## src/hdl/sequential_sector_readahead_core_assert.svh

```systemverilog
// Assertion macros for the sector read-ahead core.
// Concurrent checks with |-> and |=>; empty when SYNTHESIS is defined.
`ifndef SEQUENTIAL_SECTOR_READAHEAD_CORE_ASSERT_SVH
`define SEQUENTIAL_SECTOR_READAHEAD_CORE_ASSERT_SVH
`ifndef SYNTHESIS
`define SSRA_ASSERT_IMPLY(label, clk, rst, ante, cons, msg) \
  label: assert property (@(posedge clk) disable iff (rst) (ante) |-> (cons)) \
    else $error(msg);
`define SSRA_ASSERT_NEXT(label, clk, rst, ante, cons, msg) \
  label: assert property (@(posedge clk) disable iff (rst) (ante) |=> (cons)) \
    else $error(msg);
`else
`define SSRA_ASSERT_IMPLY(label, clk, rst, ante, cons, msg)
`define SSRA_ASSERT_NEXT(label, clk, rst, ante, cons, msg)
`endif
`endif

```

## src/hdl/ssra_pkg.sv

```systemverilog
// Shared types and constants for the sector read-ahead core.
// No dependencies; used by ssra_step and the top level.
package ssra_pkg;

  localparam int SLOTS      = 256;
  localparam int MAX_AHEAD  = 16;
  localparam int SLOT_W     = $clog2(SLOTS);
  localparam int LBA_W      = 24;
  localparam int COUNT_W    = 8;
  localparam int CMD_W      = 2;

  localparam logic [COUNT_W-1:0] INITIAL_AHEAD = COUNT_W'(1);
  localparam logic [COUNT_W-1:0] BURST_AHEAD   = COUNT_W'(2);
  localparam logic [COUNT_W-1:0] COUNT_MAX     = {COUNT_W{1'b1}};
  localparam logic [SLOT_W-1:0]  SLOT_LAST     = SLOT_W'(SLOTS - 1);

  // Command codes; the unused code behaves as a tick.
  localparam logic [CMD_W-1:0] CMD_TICK    = 2'd0;
  localparam logic [CMD_W-1:0] CMD_REQUEST = 2'd1;
  localparam logic [CMD_W-1:0] CMD_EJECT   = 2'd2;

  typedef struct packed {
    logic [CMD_W-1:0] command;
    logic [LBA_W-1:0] request_lba;
    logic             eject_flag;
  } in_item_t;

  typedef struct packed {
    logic             fetch_valid;
    logic [LBA_W-1:0] fetch_lba;
    logic [7:0]       fetch_slot;
    logic             flush;
    logic             eject_done;
  } out_item_t;

  typedef struct packed {
    logic [LBA_W-1:0]   ahead_lba;
    logic [COUNT_W-1:0] ahead_count;
    logic [LBA_W-1:0]   previous_lba;
    logic               previous_valid;
    logic [SLOT_W-1:0]  write_slot;
    logic               ejected;
  } ra_state_t;

endpackage

```

## src/hdl/ssra_step.sv

```systemverilog
// One controller pass: next read-ahead state and the result item.
// Purely combinational; depends on ssra_pkg.
module ssra_step (
  input  ssra_pkg::ra_state_t          cur,
  input  ssra_pkg::in_item_t           item,
  input  logic [ssra_pkg::LBA_W-1:0]   leadout_lba,
  output ssra_pkg::ra_state_t          nxt,
  output ssra_pkg::out_item_t          res
);

  localparam logic signed [ssra_pkg::LBA_W-1:0] MAX_DIST = ssra_pkg::LBA_W'(ssra_pkg::MAX_AHEAD);

  logic                                sequential;
  logic                                same_lba;
  logic signed [ssra_pkg::LBA_W-1:0]   lead;
  logic [ssra_pkg::SLOT_W+7:0]         slot_ext;
  ssra_pkg::ra_state_t                 mid;

  // Next-sector test without wrap at the top address.
  assign sequential = cur.previous_valid &&
    ({1'b0, item.request_lba} == ({1'b0, cur.previous_lba} + (ssra_pkg::LBA_W + 1)'(1)));
  assign same_lba   = cur.previous_valid && (item.request_lba == cur.previous_lba);
  assign lead       = $signed(cur.ahead_lba - item.request_lba);

  always_comb begin
    mid = cur;
    res = '0;
    case (item.command)
      ssra_pkg::CMD_REQUEST: begin
        if (sequential) begin
          if (lead == MAX_DIST) begin
            mid.ahead_count = ssra_pkg::INITIAL_AHEAD;
          end else if (lead < MAX_DIST) begin
            mid.ahead_count = ssra_pkg::BURST_AHEAD;
          end else if (cur.ahead_count != ssra_pkg::COUNT_MAX) begin
            mid.ahead_count = cur.ahead_count + ssra_pkg::COUNT_W'(1);
          end
        end else if (!same_lba) begin
          mid.ahead_lba   = item.request_lba;
          mid.ahead_count = ssra_pkg::INITIAL_AHEAD;
        end
        mid.previous_lba   = item.request_lba;
        mid.previous_valid = 1'b1;
      end
      ssra_pkg::CMD_EJECT: begin
        res.eject_done = 1'b1;
        if (item.eject_flag != cur.ejected) begin
          mid         = '0;
          mid.ejected = item.eject_flag;
          res.flush   = 1'b1;
        end
      end
      default: begin
      end
    endcase

    // Stop at the lead-out sector.
    if (mid.ahead_lba == leadout_lba) begin
      mid.ahead_count = '0;
    end

    // Issue at most one fetch into the next ring slot.
    nxt      = mid;
    slot_ext = {8'b0, mid.write_slot};
    if (mid.ahead_count != '0) begin
      res.fetch_valid = 1'b1;
      res.fetch_lba   = mid.ahead_lba;
      res.fetch_slot  = slot_ext[7:0];
      nxt.write_slot  = (mid.write_slot == ssra_pkg::SLOT_LAST) ? '0 :
                        mid.write_slot + ssra_pkg::SLOT_W'(1);
      nxt.ahead_lba   = mid.ahead_lba + ssra_pkg::LBA_W'(1);
      nxt.ahead_count = mid.ahead_count - ssra_pkg::COUNT_W'(1);
    end
  end

endmodule

```

## src/hdl/sequential_sector_readahead_core.sv

```systemverilog
// Top level of the sequential sector read-ahead controller.
// Depends on ssra_pkg, ssra_step and sequential_sector_readahead_core_assert.svh.
//
// Usage:
//   in channel (in_valid/in_ready/in_item): one transaction per controller
//     pass: a tick, a sector request, or a new eject state.
//   out channel (out_valid/out_ready/out_item): exactly one result per pass,
//     carrying at most one sector fetch with its ring slot, plus flush and
//     eject acknowledge flags.
//   cfg_wen/cfg_wdata: write the lead-out sector; write only while idle.
// Output: the result is registered and appears in the cycle after its input is taken.
// Throughput: one transaction per cycle while out_ready is high; the pass is a compare,
//   a subtract and increments between the state registers and the result register.
// Reset: all read-ahead state, the eject state and the lead-out sector clear
//   to zero, and the result register empties.
// Stall: while the result register holds an untaken result, in_ready follows
//   out_ready, so a new transaction enters in the same cycle the old result
//   leaves; otherwise the input waits with no loss.
`include "sequential_sector_readahead_core_assert.svh"

module sequential_sector_readahead_core (
  input  logic                         clk,
  input  logic                         rst,
  input  logic                         cfg_wen,
  input  logic [ssra_pkg::LBA_W-1:0]   cfg_wdata,
  input  logic                         in_valid,
  output logic                         in_ready,
  input  ssra_pkg::in_item_t           in_item,
  output logic                         out_valid,
  input  logic                         out_ready,
  output ssra_pkg::out_item_t          out_item
);

  logic [ssra_pkg::LBA_W-1:0] leadout_lba;
  ssra_pkg::ra_state_t        state;
  ssra_pkg::ra_state_t        state_next;
  ssra_pkg::out_item_t        result;
  logic                       in_fire;

  // Accept whenever the result register is empty or is being drained.
  assign in_ready = !out_valid || out_ready;
  assign in_fire  = in_valid && in_ready;

  ssra_step u_step (
    .cur         (state),
    .item        (in_item),
    .leadout_lba (leadout_lba),
    .nxt         (state_next),
    .res         (result)
  );

  // Lead-out register: take every write directly.
  always_ff @(posedge clk) begin
    if (rst) begin
      leadout_lba <= '0;
    end else if (cfg_wen) begin
      leadout_lba <= cfg_wdata;
    end
  end

  // Advance the controller state once per accepted pass.
  always_ff @(posedge clk) begin
    if (rst) begin
      state <= '0;
    end else if (in_fire) begin
      state <= state_next;
    end
  end

  // Result register: load on accept, drop when taken.
  always_ff @(posedge clk) begin
    if (rst) begin
      out_valid <= 1'b0;
    end else if (in_fire) begin
      out_valid <= 1'b1;
    end else if (out_ready) begin
      out_valid <= 1'b0;
    end
  end

  always_ff @(posedge clk) begin
    if (in_fire) begin
      out_item <= result;
    end
  end

  `SSRA_ASSERT_IMPLY(a_idle_fields_zero, clk, rst, out_valid && !out_item.fetch_valid, (out_item.fetch_lba == '0) && (out_item.fetch_slot == '0), "idle result carries fetch fields")
  `SSRA_ASSERT_IMPLY(a_flush_acked, clk, rst, out_valid && out_item.flush, out_item.eject_done, "flush without eject acknowledge")
  `SSRA_ASSERT_NEXT(a_flush_clears, clk, rst, in_fire && result.flush, !state.previous_valid && (state.write_slot == '0) && (state.ahead_count == '0), "flush left read-ahead state")
  `SSRA_ASSERT_NEXT(a_no_grow_on_tick, clk, rst, in_fire && (in_item.command != ssra_pkg::CMD_REQUEST), state.ahead_count <= $past(state.ahead_count), "ahead count grew without a request")

endmodule
```

## config.mk

```make
export PLATFORM = sky130hd
export DESIGN_NAME = sequential_sector_readahead_core
export DESIGN_NICKNAME = d
export VERILOG_FILES = /design/src/hdl/ssra_pkg.sv /design/src/hdl/ssra_step.sv /design/src/hdl/sequential_sector_readahead_core.sv
export VERILOG_INCLUDE_DIRS = /design/src /design/src/hdl
export SDC_FILE = /design/constraint.sdc
export NUM_CORES = 1
export LEC_CHECK = 0
export BUFFER_PORTS_ARGS = -buffer_cell sky130_fd_sc_hd__buf_4
export CORE_ASPECT_RATIO = 1.25
export CORE_MARGIN = 3
export CORE_UTILIZATION = 47
export DETAILED_ROUTE_END_ITERATION = 10
export GPL_TIMING_DRIVEN = 1
export HOLD_SLACK_MARGIN = 0.08
export PLACE_DENSITY = 0.73
export SLEW_MARGIN = 5
export SYNTH_ARGS = -nofsm -noshare
export SYNTH_HDL_FRONTEND = slang
export SYNTH_SLANG_ARGS = --single-unit
```

## constraint.sdc

```tcl
create_clock -name clk -period 17.5 [get_ports clk]
set_clock_uncertainty 0.1 [all_clocks]
set_input_delay 0.875 -clock clk [delete_from_list [all_inputs] [get_ports clk]]
set_output_delay 0.875 -clock clk [all_outputs]
set_load 0.01 [all_outputs]
```

==> results of run 1 <==
==> metrics by stage <==
step                power [W]  instance area (sq um)  setup WS, ns
finish              0.0009113                  10940         10.15
detailed placement  0.0005520                  10350         10.26
global placement    0.0005508                  10350         10.43
floorplan           0.0004921                   9542         11.40
global route        0.0009490                  10940         9.730
CTS                 0.0009117                  10940         10.27
==> worst max path at each step <==
stage / startpoint / to / slack [ns] / cells after the start
global placement: in_item[8] / state[51]$_SDFFE_PP0P_ / 10.43 / 20
detailed placement: in_item[8] / state[62]$_SDFFE_PP0P_ / 10.26 / 20
global route: state[11]$_SDFFE_PP0P_ / state[51]$_SDFFE_PP0P_ / 9.73 / 20
finish: state[11]$_SDFFE_PP0P_ / state[51]$_SDFFE_PP0P_ / 10.15 / 20
floorplan: in_item[8] / out_item[16]$_SDFFCE_PP0P_ / 11.40 / 23
CTS: state[11]$_SDFFE_PP0P_ / state[51]$_SDFFE_PP0P_ / 10.27 / 20
==> per-layer routing <==
metal / vias to the layer above / part of all wire, % / track usage (%)
li1: 4537 / - / -
met1: 4578 / 41 / 37.09
met2: 471 / 46 / 47.55
met3: 83 / 7.7 / 4.394
met4: 0 / 4.8 / 13.00
met5: - / 0 / 0
==> cell usage after synthesis (all sizes together) (22+ instances only) <==
cell type / number / area (sq um)
ha: 30 / 375.4
nor3: 33 / 170.2
o21ai: 39 / 206.5
a21oi: 60 / 304.0
nand2: 106 / 405.4
mux2i: 30 / 300.3
dfxtp: 91 / 1822
nand4: 30 / 209.0
clkbuf: 50 / 188.9
edfxtp: 35 / 1051
and3: 22 / 137.6
inv: 64 / 240.2
nand3: 40 / 200.2
xor2: 31 / 271.5
nor2: 119 / 462.9
xnor2: 38 / 332.8
a22oi: 43 / 322.8
==> kinds of logic (layout without fill, tap and decap cells) <==
kind of cell	Yosys count	in the layout
xor+xnor	69	69
compound gates	310	310
mux	30	30
flops	126	126
fa+ha+maj	31	31
simple gates	478	478
buf+inv	136	202
==> state kept, by name, summed over array words and instances (netlist names) <==
signal / cells
leadout_lba: 24
out_item: 35
out_valid: 1
state: 66
==> power by group <==
| part | leakage, nW | total (W) | internal, W | switching [W] |
|---|---|---|---|---|
| Sequential | 1.09 | 0.000334 | 0.000317 | 0.0000176 |
| Combinational | 2.89 | 0.000218 | 0.0000774 | 0.000140 |
| Clock | 0.291 | 0.000359 | 0.000203 | 0.000156 |
| Total | 4.28 | 0.000911 | 0.000597 | 0.000314 |
==> critical path, stage by stage, from the launching register on <==
cell and delay (ns):
dfxtp_1 0.46, ha_1 0.23, nand3_1 0.28, nor4_1 0.68, nand4_1 0.24, xnor2_1 0.19, or3_1 0.46, or4_4 0.62
o211ai_2 0.63, o22ai_1 0.32, xor2_1 0.22, nor4_1 0.44, nand3_1 0.14, or2_1 0.38, nand2_1 0.13, ha_1 0.25
nand4_1 0.22, o21ai_4 0.23, buf_4 0.54, o21ai_1 0.14, a32o_1 0.31
==> cell type report <==
type / count / share of cell area [%]
clock buffers: 17 / 3.888
clock inverters: 15 / 1.544
inverters: 65 / 2.230
multi-input cells: 918 / 55.85
flip-flops and latches: 126 / 26.26
well taps: 265 / 3.030
repair buffers: 105 / 7.204
==> reports/metrics.cfg, run 1 <==
[setup_path]
arrival_ns=7.57
reg2reg_to=state[51]$_SDFFE_PP0P_
rrSetupSlack_ns=10.15
endpoint_kind=flip-flop
crit_path_max_fanout=65
regToRegStartpoint=state[11]$_SDFFE_PP0P_
r2r_cells=20
worstSetupPathType=flip-flop to flip-flop
worstPathRequired_ns=17.72
cp-start-kind=flip-flop

[yosys]
synth_edf_count=35
synth-simple-area-share_pct=26.46
syn-num-nets=1267
synth_top_family_by_area=simple AND/OR/NAND/NOR gates
syn_avg_cell_area_sq_um=8.086
synth_seq_cells=126
async_flop_share_pct=0
synth_fa_ha_area_share_pct=4.144
syn_inst=1180
synth_compound_area_share_pct=23.85
synth_area_sq_um=9542
muxShareOfSynthArea_pct=3.147
seq_area_frac_synth_pct=30.11
synth_cell_type_count=95
ys.warnings.count=0
synthFlopType=dfxtp_1
synth_xor_area_share_pct=6.334

[power_and_ir_drop]
powerDensity_nw_per_um2=83.28
leakagePower_nw=4.279
vdd_drop_max_mv=0.07639

[finish]
final_cell_count_no_fill=1511
drive_gt1_share_pct=14.04
final_common_cell=nor2_1
fin_util_pct=55.59
fillers=1862
multi_input_area_sq_um=6111
final_nets=1320
final_cell_mix=117 x nor2_1, 105 x nand2_1, 105 x buf_4
antenna_cells=0
seqCellArea_sq_um=2873
area_delta_synth_final_pct=14.67

[sta]
finalCriticalPeriod_ns=7.346
rsz0062_at_grt=no
slew_viol_final=0
final_hold_viol_count=0
worstMarginPinSlew_ns=1.243
fin_crit_sh_pct=41.98
fmax_mhz=136.1
max_slew_margin_pct=17.13
tns_ns=0
timing.hold.ws_ns=0.3712
finalSetupViolations=0

[floorplanning]
ioPinCount=93
start_util_pct=48.47
core_sq_um=19680
dieArea_sq_um=22060
dieHeight_um=165.3
fp.dieW_um=133.4
row_count=57

[clocking]
cts_sinks=126
cts-htree-levels=4
clk_pin_slew_worst_paths_ns=0.07
clock_path_buffers=2
clk_latency_ns=0.43
holdBufCountCts=0
cts_root_buf=clkbuf_16
postCtsSetupBuffers=0
numCtsBuffers=17
cts_resized=0
cts_tree=done

[route]
wirelength_mm=31.79
drcViolationCount=0
dr_total_vias=9669
detail-route-antenna-nets=0
first_pass_iters=6
drtIter0Drc=1064
wl_per_cell_um=21.04
via_per_inst=6.399

[place]
io_buffers=92
dp.cells=1479
place_congestion=0.9637
dp_hpwl_mm=23.67

[min_path]
worstHoldPathCells=2
hold_path_startpoint=state[0]$_SDFFE_PP0P_
hp-class=flip-flop to flip-flop
holdPathEnd=state[0]$_SDFFE_PP0P_

[job]
maxCapViolations=0

[grt]
grt_max_degree=75
track_usage_pct=28.68
antenna_found_initial=0
grt_pass1_vias=8998
grt-ovfl-total=0
grt_first_pass_wirelength_mm=50.08

[status]
outcome=finished clean

Power figures use the tool's default switching activity.
==> run 2, diff against run 1 <==
--- a/config.mk
+++ b/config.mk
@@ -6,6 +6,7 @@
 export SDC_FILE = /design/constraint.sdc
 export NUM_CORES = 1
 export LEC_CHECK = 0
+export ABC_AREA = 1
 export BUFFER_PORTS_ARGS = -buffer_cell sky130_fd_sc_hd__buf_4
 export CORE_ASPECT_RATIO = 1.25
 export CORE_MARGIN = 3
@@ -13,7 +14,7 @@
 export DETAILED_ROUTE_END_ITERATION = 10
 export GPL_TIMING_DRIVEN = 1
 export HOLD_SLACK_MARGIN = 0.08
-export PLACE_DENSITY = 0.73
+export PLACE_DENSITY = 0.75
 export SLEW_MARGIN = 5
 export SYNTH_ARGS = -nofsm -noshare
 export SYNTH_HDL_FRONTEND = slang
==> constraint.sdc (replaced) <==
create_clock -name clk -period 6 [get_ports clk]
set_clock_uncertainty 0.1 [all_clocks]
set_input_delay 0.3 -clock clk [delete_from_list [all_inputs] [get_ports clk]]
set_output_delay 0.3 -clock clk [all_outputs]
set_load 0.01 [all_outputs]
==> run 2 against run 1 <==
Net effect: global-route usage is 0.077 points lower; core utilization grew 0.89 points; critical path depth grew 11; final cell count rose by 36%; fmax is 36% higher; power rose to 3.2 times the previous value; wire length up 8.7%; clock-buffer cell count unchanged; synthesized area rose by 8.0%; synthesized cell count is 43% higher; non-clock buffer count grew 17; clock power grew to 3.0 times the previous value.
==> reports/metrics.cfg, run 2 <==
[status]
outcome=finished clean

[finish]
final_nets=1854  ; +40%
antenna_cells=0  ; unchanged
largest_reg_flops=66  ; unchanged
fillers=2115  ; +14%
final_common_cell=nand2_1
fin_area_sq_um=11970  ; +9.4%
regMostFlops=state
reg_top3=state: 66 flops, out_item: 35 flops, leadout_lba: 24 flops
final_cell_mix=494 x nand2_1, 222 x inv_1, 171 x nor2_1
area_delta_synth_final_pct=16.11
drive_gt1_share_pct=10.73  ; -3.3 points

[route]
route.met2.wl_mm=16.96  ; +15%
dr_wl_met3_mm=2.031  ; -17%
via_per_inst=5.418  ; -15%
drcViolationCount=0  ; unchanged
wirelength_mm=34.56  ; +8.7%
wl_met1_mm=14.30  ; +9.8%
first_pass_iters=9  ; +3
dr_total_vias=11130  ; +15%
drtIter0Drc=1067  ; +0.28%
wl_per_cell_um=16.82  ; -20%
highest-signal-layer=met4
detail-route-antenna-nets=0  ; unchanged

[setup_path]
worstPathRequired_ns=6.25  ; -11.47 ns
r2r_cells=31  ; +55%
crit_path_max_fanout=34  ; -48%
slowest_delay_ns=0.43  ; -0.25 ns
critPathSlowestCell=nor2_8
critPathTopFamily=simple AND/OR/NAND/NOR gates
critical_path.most_common_cell=nand2_1
arrival_ns=5.65  ; -1.92 ns
endpoint_kind=flip-flop
crit_cells=31  ; +55%
cp-start-kind=flip-flop
worstSetupPathType=flip-flop to flip-flop
crit_buf_inv=1  ; unchanged

[yosys]
seq_area_frac_synth_pct=27.87  ; -2.2 points
synth_most_common_cell=nand2_1
synth_top_cell_by_area=nand2_1
synth_area_sq_um=10310  ; +8.0%
synth_top_area_share_pct=17.99  ; -1.1 points
syn-num-nets=1770  ; +40%
syn_avg_cell_area_sq_um=6.124  ; -24%
synth_seq_cells=126  ; unchanged
ys.warnings.count=0  ; unchanged
synth_commonest_cells=494 x nand2_1, 223 x inv_1, 171 x nor2_1
synth_edf_count=35  ; unchanged
yosys-top-cells-area=nand2_1 18%, dfxtp_1 18%, edfxtp_1 10%
synth_cell_type_count=42  ; -56%
synthFlopType=dfxtp_1
async_flop_share_pct=0  ; unchanged
syn_inst=1683  ; +43%

[clocking]
cts_sinks=126  ; unchanged
cts-htree-levels=4  ; unchanged
numCtsBuffers=17  ; unchanged
cts_tree=done
cts_root_buf=clkbuf_16
clock_path_buffers=2  ; unchanged
clk_pin_slew_worst_paths_ns=0.07  ; about the same
clk_latency_ns=0.43  ; about the same

[place]
place_congestion=1.008  ; +4.5%
post-place-ws_ns=0.6940  ; -9.567 ns
dp_hpwl_mm=26.41  ; +12%
io_buffers=92  ; unchanged
post_dp_cell_area_sq_um=11170  ; +8.0%

[grt]
antenna_found_initial=0  ; unchanged
grt_max_degree=70  ; -6.7%
grt-ovfl-total=0  ; unchanged
grt_pass1_vias=10520  ; +17%
track_usage_pct=28.60  ; -0.077 points
grt_first_pass_wirelength_mm=54.86  ; +9.5%

[power_and_ir_drop]
vdd_drop_max_mv=0.2041  ; +170%
power_frac_clock_pct=36.7  ; -2.7 points
power_switching_w=0.001113  ; +250%
p_comb_share_pct=29.0  ; +5.1 points
powerDensity_nw_per_um2=242.2  ; +190%
leakagePower_nw=5.552  ; +30%
seq_power_share_pct=34.3  ; -2.4 points
intPower_w=0.001785  ; +200%
p_sw_share_pct=38.40  ; +3.9 points

[sta]
worstMarginPinSlew_ns=1.033  ; -0.2104 ns
slew_viol_final=0  ; unchanged
finalCriticalPeriod_ns=5.396  ; -1.950 ns
tns_ns=0  ; unchanged
max_slew_margin_pct=31.08  ; +14 points
fin_ws_ns=0.6037  ; -9.550 ns
finalSetupViolations=0  ; unchanged
fin_crit_sh_pct=89.94  ; +48 points
final_hold_viol_count=0  ; unchanged
timing.hold.ws_ns=0.08698  ; -0.2842 ns
rsz0062_at_grt=no
fmax_mhz=185.3  ; +36%

[min_path]
hp-class=input pin to flip-flop
worstHoldPathCells=3  ; +1

[floorplanning]
core_sq_um=21190  ; +7.6%
dieArea_sq_um=23750  ; +7.7%
start_util_pct=48.64  ; +0.17 points
row_count=59  ; +3.5%
fp.dieW_um=138.4  ; +3.8%
ioPinCount=93  ; unchanged
dieHeight_um=171.6  ; +3.8%

[job]
maxCapViolations=0  ; unchanged

==> run 2: cell count changes in the layout (fill, tap and decap cells not counted), moves of 30 or more <==
cell     delta
nand2_1   +389
inv_1     +161
nand3_1   +121
a21oi_1    +56
nor2_1     +54
a22oi_1    -43
o21ai_0    +42
mux2i_1    -30
==> run 2: power by group through the flow <==
stage	sequential [W]	clock (W)	combinational, W
after floorplan	0.00100	0	0.000577
after detailed placement	0.00101	0	0.000819
after global placement	0.00101	0	0.000815
final	0.000994	0.00106	0.000841
after CTS	0.000991	0.00107	0.000835
after global routing	0.00100	0.00111	0.000933
==> run 2: area by class of cell <==
class	instances	area, sq um	area share (%)
Clock buffer	17	425.4	3.555
Multi-Input combinational cell	1271	6306	52.70
Sequential cell	126	2873	24.01
Clock inverter	15	186.4	1.558
Tap cell	274	342.8	2.865
Timing Repair Buffer	122	973.4	8.135
Inverter	229	859.6	7.183
==> run 2: worst register-to-register path, delay by kind of cell (launching register included) <==
family	cells	cell delay (ns)
buf+inv	1	0.26
simple gates	27	3.89
fa+ha+maj	2	0.55
compound gates	1	0.15
flops	1	0.40
==> run 2: through the flow <==
stage,instances,util (%),total power (W)
finish,2054,56.48,0.002898
global route,2054,56.48,0.003041
CTS,2054,56.48,0.002895
detailed placement,2004,52.74,0.001828
global placement,2004,52.74,0.001824
floorplan,1683,-,0.001580
==> run 2: path summary, 6_finish.rpt <==
| kind | startpoint | to | slack, ns |
|---|---|---|---|
| hold reg to reg | state[2]$_SDFFE_PP0P_ | state[2]$_SDFFE_PP0P_ | 0.37 |
| hold / removal | in_item[23] | state[32]$_SDFFE_PP0P_ | 0.09 |
| setup / recovery | state[11]$_SDFFE_PP0P_ | state[57]$_SDFFE_PP0P_ | 0.60 |
| setup reg to reg | state[11]$_SDFFE_PP0P_ | state[57]$_SDFFE_PP0P_ | 0.60 |
==> run 2: repair_timing <==
action / 4_1_cts / 5_1_grt
hold buffers: 18 / 0
hold endpoints to repair: 16 / 0
resized for setup: 0 / 0
setup buffers: 0 / 0
==> run 2: kinds of logic after synthesis <==
kind of cell             after synthesis  share of synthesized area [%]
AO/OA/AOI/OAI                        218                          11.11
XOR/XNOR                              64                          5.439
adder cells (fa/ha/maj)               31                          3.836
buffers and inverters                286                          10.94
flip-flops                           126                          27.87
AND/OR/NAND/NOR                      958                          40.80
==> run 2: routing by layer <==
layer  global-route usage, %  vias up
met4                   10.92        0
met3                   4.116       85
met2                   50.81      427
li1                        -     5596
met1                   35.30     5021
met5                       0        -
==> run 3, diff against run 2 <==
--- a/config.mk
+++ b/config.mk
@@ -8,13 +8,15 @@
 export LEC_CHECK = 0
 export ABC_AREA = 1
 export BUFFER_PORTS_ARGS = -buffer_cell sky130_fd_sc_hd__buf_4
+export CELL_PAD_IN_SITES_DETAIL_PLACEMENT = 1
+export CELL_PAD_IN_SITES_GLOBAL_PLACEMENT = 1
 export CORE_ASPECT_RATIO = 1.25
 export CORE_MARGIN = 3
-export CORE_UTILIZATION = 47
+export CORE_UTILIZATION = 43
 export DETAILED_ROUTE_END_ITERATION = 10
 export GPL_TIMING_DRIVEN = 1
 export HOLD_SLACK_MARGIN = 0.08
-export PLACE_DENSITY = 0.75
+export PLACE_DENSITY = 0.89
 export SLEW_MARGIN = 5
 export SYNTH_ARGS = -nofsm -noshare
 export SYNTH_HDL_FRONTEND = slang
==> constraint.sdc (replaced) <==
create_clock -name clk -period 5.05 [get_ports clk]
set_clock_uncertainty 0.1 [all_clocks]
set_input_delay 0.2525 -clock clk [delete_from_list [all_inputs] [get_ports clk]]
set_output_delay 0.2525 -clock clk [all_outputs]
set_load 0.01 [all_outputs]
==> run 3 against run 2 <==
Net effect: hold slack gained 0.0021 ns; critical path depth is 3 lower; final area is 3.0% higher; final cell count grew 2.3%; sequential share of layout area fell by 0.69 points; power up 24%; register-to-register slack got worse by 0.36 ns.
==> reports/metrics.cfg, run 3 (synthesized netlist as in run 2, its figures left out) <==
[clocking]
cts-htree-levels=4  ; unchanged
cts_sinks=126  ; unchanged
clk_latency_ns=0.44  ; about the same
clk_pin_slew_worst_paths_ns=0.06  ; about the same
numCtsBuffers=17  ; unchanged
clock_path_buffers=2  ; unchanged
cts_root_buf=clkbuf_16
cts_tree=done

[setup_path]
r2r_cells=32  ; +3.2%
cp-start-kind=input pin
arrival_ns=5.15  ; -0.50 ns
worstSetupPathType=input pin to flip-flop
cp-startpoint=in_item[15]
worstPathRequired_ns=5.31  ; -0.94 ns
endpoint_kind=flip-flop
crit_path_max_fanout=33  ; -2.9%
regToRegStartpoint=state[11]$_SDFFE_PP0P_

[route]
via_per_inst=5.694  ; +5.1%
wl_per_cell_um=20.84  ; +24%
dr_total_vias=11970  ; +7.5%
first_pass_iters=5  ; -4
drtIter0Drc=822  ; -23%
detail-route-antenna-nets=0  ; unchanged
drcViolationCount=0  ; unchanged
wirelength_mm=43.81  ; +27%

[floorplanning]
start_util_pct=44.28  ; -4.4 points
ioPinCount=93  ; unchanged
fp.dieW_um=144.5  ; +4.4%
dieArea_sq_um=25870  ; +8.9%
row_count=62  ; +5.1%
core_sq_um=23270  ; +9.8%
dieHeight_um=179.1  ; +4.4%

[sta]
fin_crit_sh_pct=96.83
timing.hold.ws_ns=0.08904  ; +0.002063 ns
max_slew_margin_pct=36.70  ; +5.6 points
final_hold_viol_count=0  ; unchanged
worstMarginPinSlew_ns=0.9484  ; -0.08415 ns
finalSetupViolations=0  ; unchanged
finalCriticalPeriod_ns=4.890
fmax_mhz=204.5
slew_viol_final=0  ; unchanged

[finish]
largest_reg_flops=66  ; unchanged
fillers=3178  ; +50%
drive_gt1_share_pct=11.64  ; +0.91 points
final_nets=1887  ; +1.8%
final_common_cell=nand2_1
final_cell_count_no_fill=2102  ; +2.3%
area_delta_synth_final_pct=19.58
reg_top3=state: 66 flops, out_item: 35 flops, leadout_lba: 24 flops
multi_input_area_sq_um=6347  ; +0.65%
seqCellArea_sq_um=2874  ; about the same
regMostFlops=state
final_cell_mix=493 x nand2_1, 222 x inv_1, 170 x nor2_1

[grt]
grt-ovfl-total=0  ; unchanged
antenna_found_initial=1  ; +1
grt_max_degree=72  ; +2.9%
grt_pass1_vias=12490  ; +19%
grt_first_pass_wirelength_mm=67.27  ; +23%
track_usage_pct=33.55  ; +4.9 points

[power_and_ir_drop]
seq_power_share_pct=33.0  ; -1.3 points
leakagePower_nw=5.693  ; +2.5%
powerDensity_nw_per_um2=291.2  ; +20%
power_frac_clock_pct=34.6  ; -2.1 points
intPower_w=0.002242  ; +26%
p_sw_share_pct=37.55  ; -0.85 points
power_switching_w=0.001348  ; +21%
p_comb_share_pct=32.3  ; +3.3 points
vdd_drop_max_mv=0.2753  ; +35%
power_w=0.003589  ; +24%

[place]
place_congestion=1.009  ; +0.19%
dp_hpwl_mm=31.53  ; +19%
io_buffers=92  ; unchanged
dp.cells=2030  ; +1.3%

[min_path]
hold_path_startpoint=in_item[24]
worstHoldPathCells=3  ; unchanged
hp-class=input pin to flip-flop

[job]
maxCapViolations=0  ; unchanged

[status]
outcome=finished clean

run 3: changes by cell type in the layout (fill, tap and decap cells not counted), moves of 2 or more:
| cell | delta |
|---|---|
| clkbuf_1 | +2 |
| ha_2 | +2 |
| dlygate4sd3_1 | +18 |
| clkinvlp_4 | +3 |
| bufinv_16 | +2 |
| ha_1 | -3 |
| clkinv_2 | +4 |
| inv_8 | -5 |
| clkinv_8 | -6 |
| buf_4 | +11 |
| buf_12 | +3 |
run 3: area by class of cell:
| class | instances | share of cell area [%] |
|---|---|---|
| flip-flops and latches | 126 | 23.32 |
| multi-input cells | 1271 | 51.50 |
| repair buffers | 155 | 10.61 |
| clock buffers | 19 | 3.513 |
| diodes | 1 | 0.02030 |
| clock inverters | 13 | 1.127 |
| well taps | 288 | 2.924 |
| inverters | 229 | 6.985 |
run 3: critical path, stage by stage:
cell and delay (ns):
dlygate4sd3_1 0.53, buf_4 0.15, inv_1 0.07, ha_1 0.39, a21oi_1 0.36, o21ai_0 0.20, inv_1 0.08, nand2_1 0.08
nand2_1 0.10, nand3_1 0.08, nand2_1 0.07, nand2_1 0.19, nor2_1 0.16, nand2_1 0.06, nor2_1 0.18, nand2_1 0.25
o211ai_1 0.21, o21ai_0 0.12, nand2_1 0.10, nand2_1 0.13, o21ai_2 0.36, nand2_8 0.17, nor2_8 0.20, buf_12 0.22
nand2_1 0.11, nand2_1 0.10, nand2_1 0.05, a21oi_1 0.14
run 3: repair_timing:
item,CTS,global route
hold endpoints to repair,34,0
setup buffers,0,3
hold buffers,36,0
resized for setup,0,12
endpoints found under the setup margin,0,71
run 3: metal layers:
metal	vias up	GRT usage [%]	wire (um)	part of all wire, %
li1	5661	-	-	-
met1	5750	37.68	17070	39
met2	429	60.72	22060	50
met3	129	4.616	2038	4.7
met4	0	17.69	2643	6.0
met5	-	0	0	0
run 3: per-stage QoR:
step	setup TNS [ns]	util [%]	setup slack, ns	instance area, sq um
after floorplan	0	-	1.074	10310
after global placement	0	48.59	0.2794	11310
after detailed placement	0	48.59	0.06749	11310
after CTS	0	52.60	0.02234	12240
after global routing	-1.429	52.96	-0.1288	12320
final	0	52.96	0.1602	12320
run 3: worst paths after layout:
path	slack [ns]	endpoint
max	0.16	state[8]$_SDFFE_PP0P_
min	0.09	state[33]$_SDFFE_PP0P_
max reg2reg	0.24	state[8]$_SDFFE_PP0P_
min reg2reg	0.37	leadout_lba[23]$_SDFFE_PP0P_
run 3: power by group through the flow:
| stage | combinational [W] | sequential [W] | clock (W) |
|---|---|---|---|
| floorplan | 0.000685 | 0.00119 | 0 |
| global placement | 0.00102 | 0.00120 | 0 |
| detailed placement | 0.00105 | 0.00120 | 0 |
| CTS | 0.00109 | 0.00118 | 0.00123 |
| global route | 0.00126 | 0.00119 | 0.00128 |
| finish | 0.00116 | 0.00119 | 0.00124 |
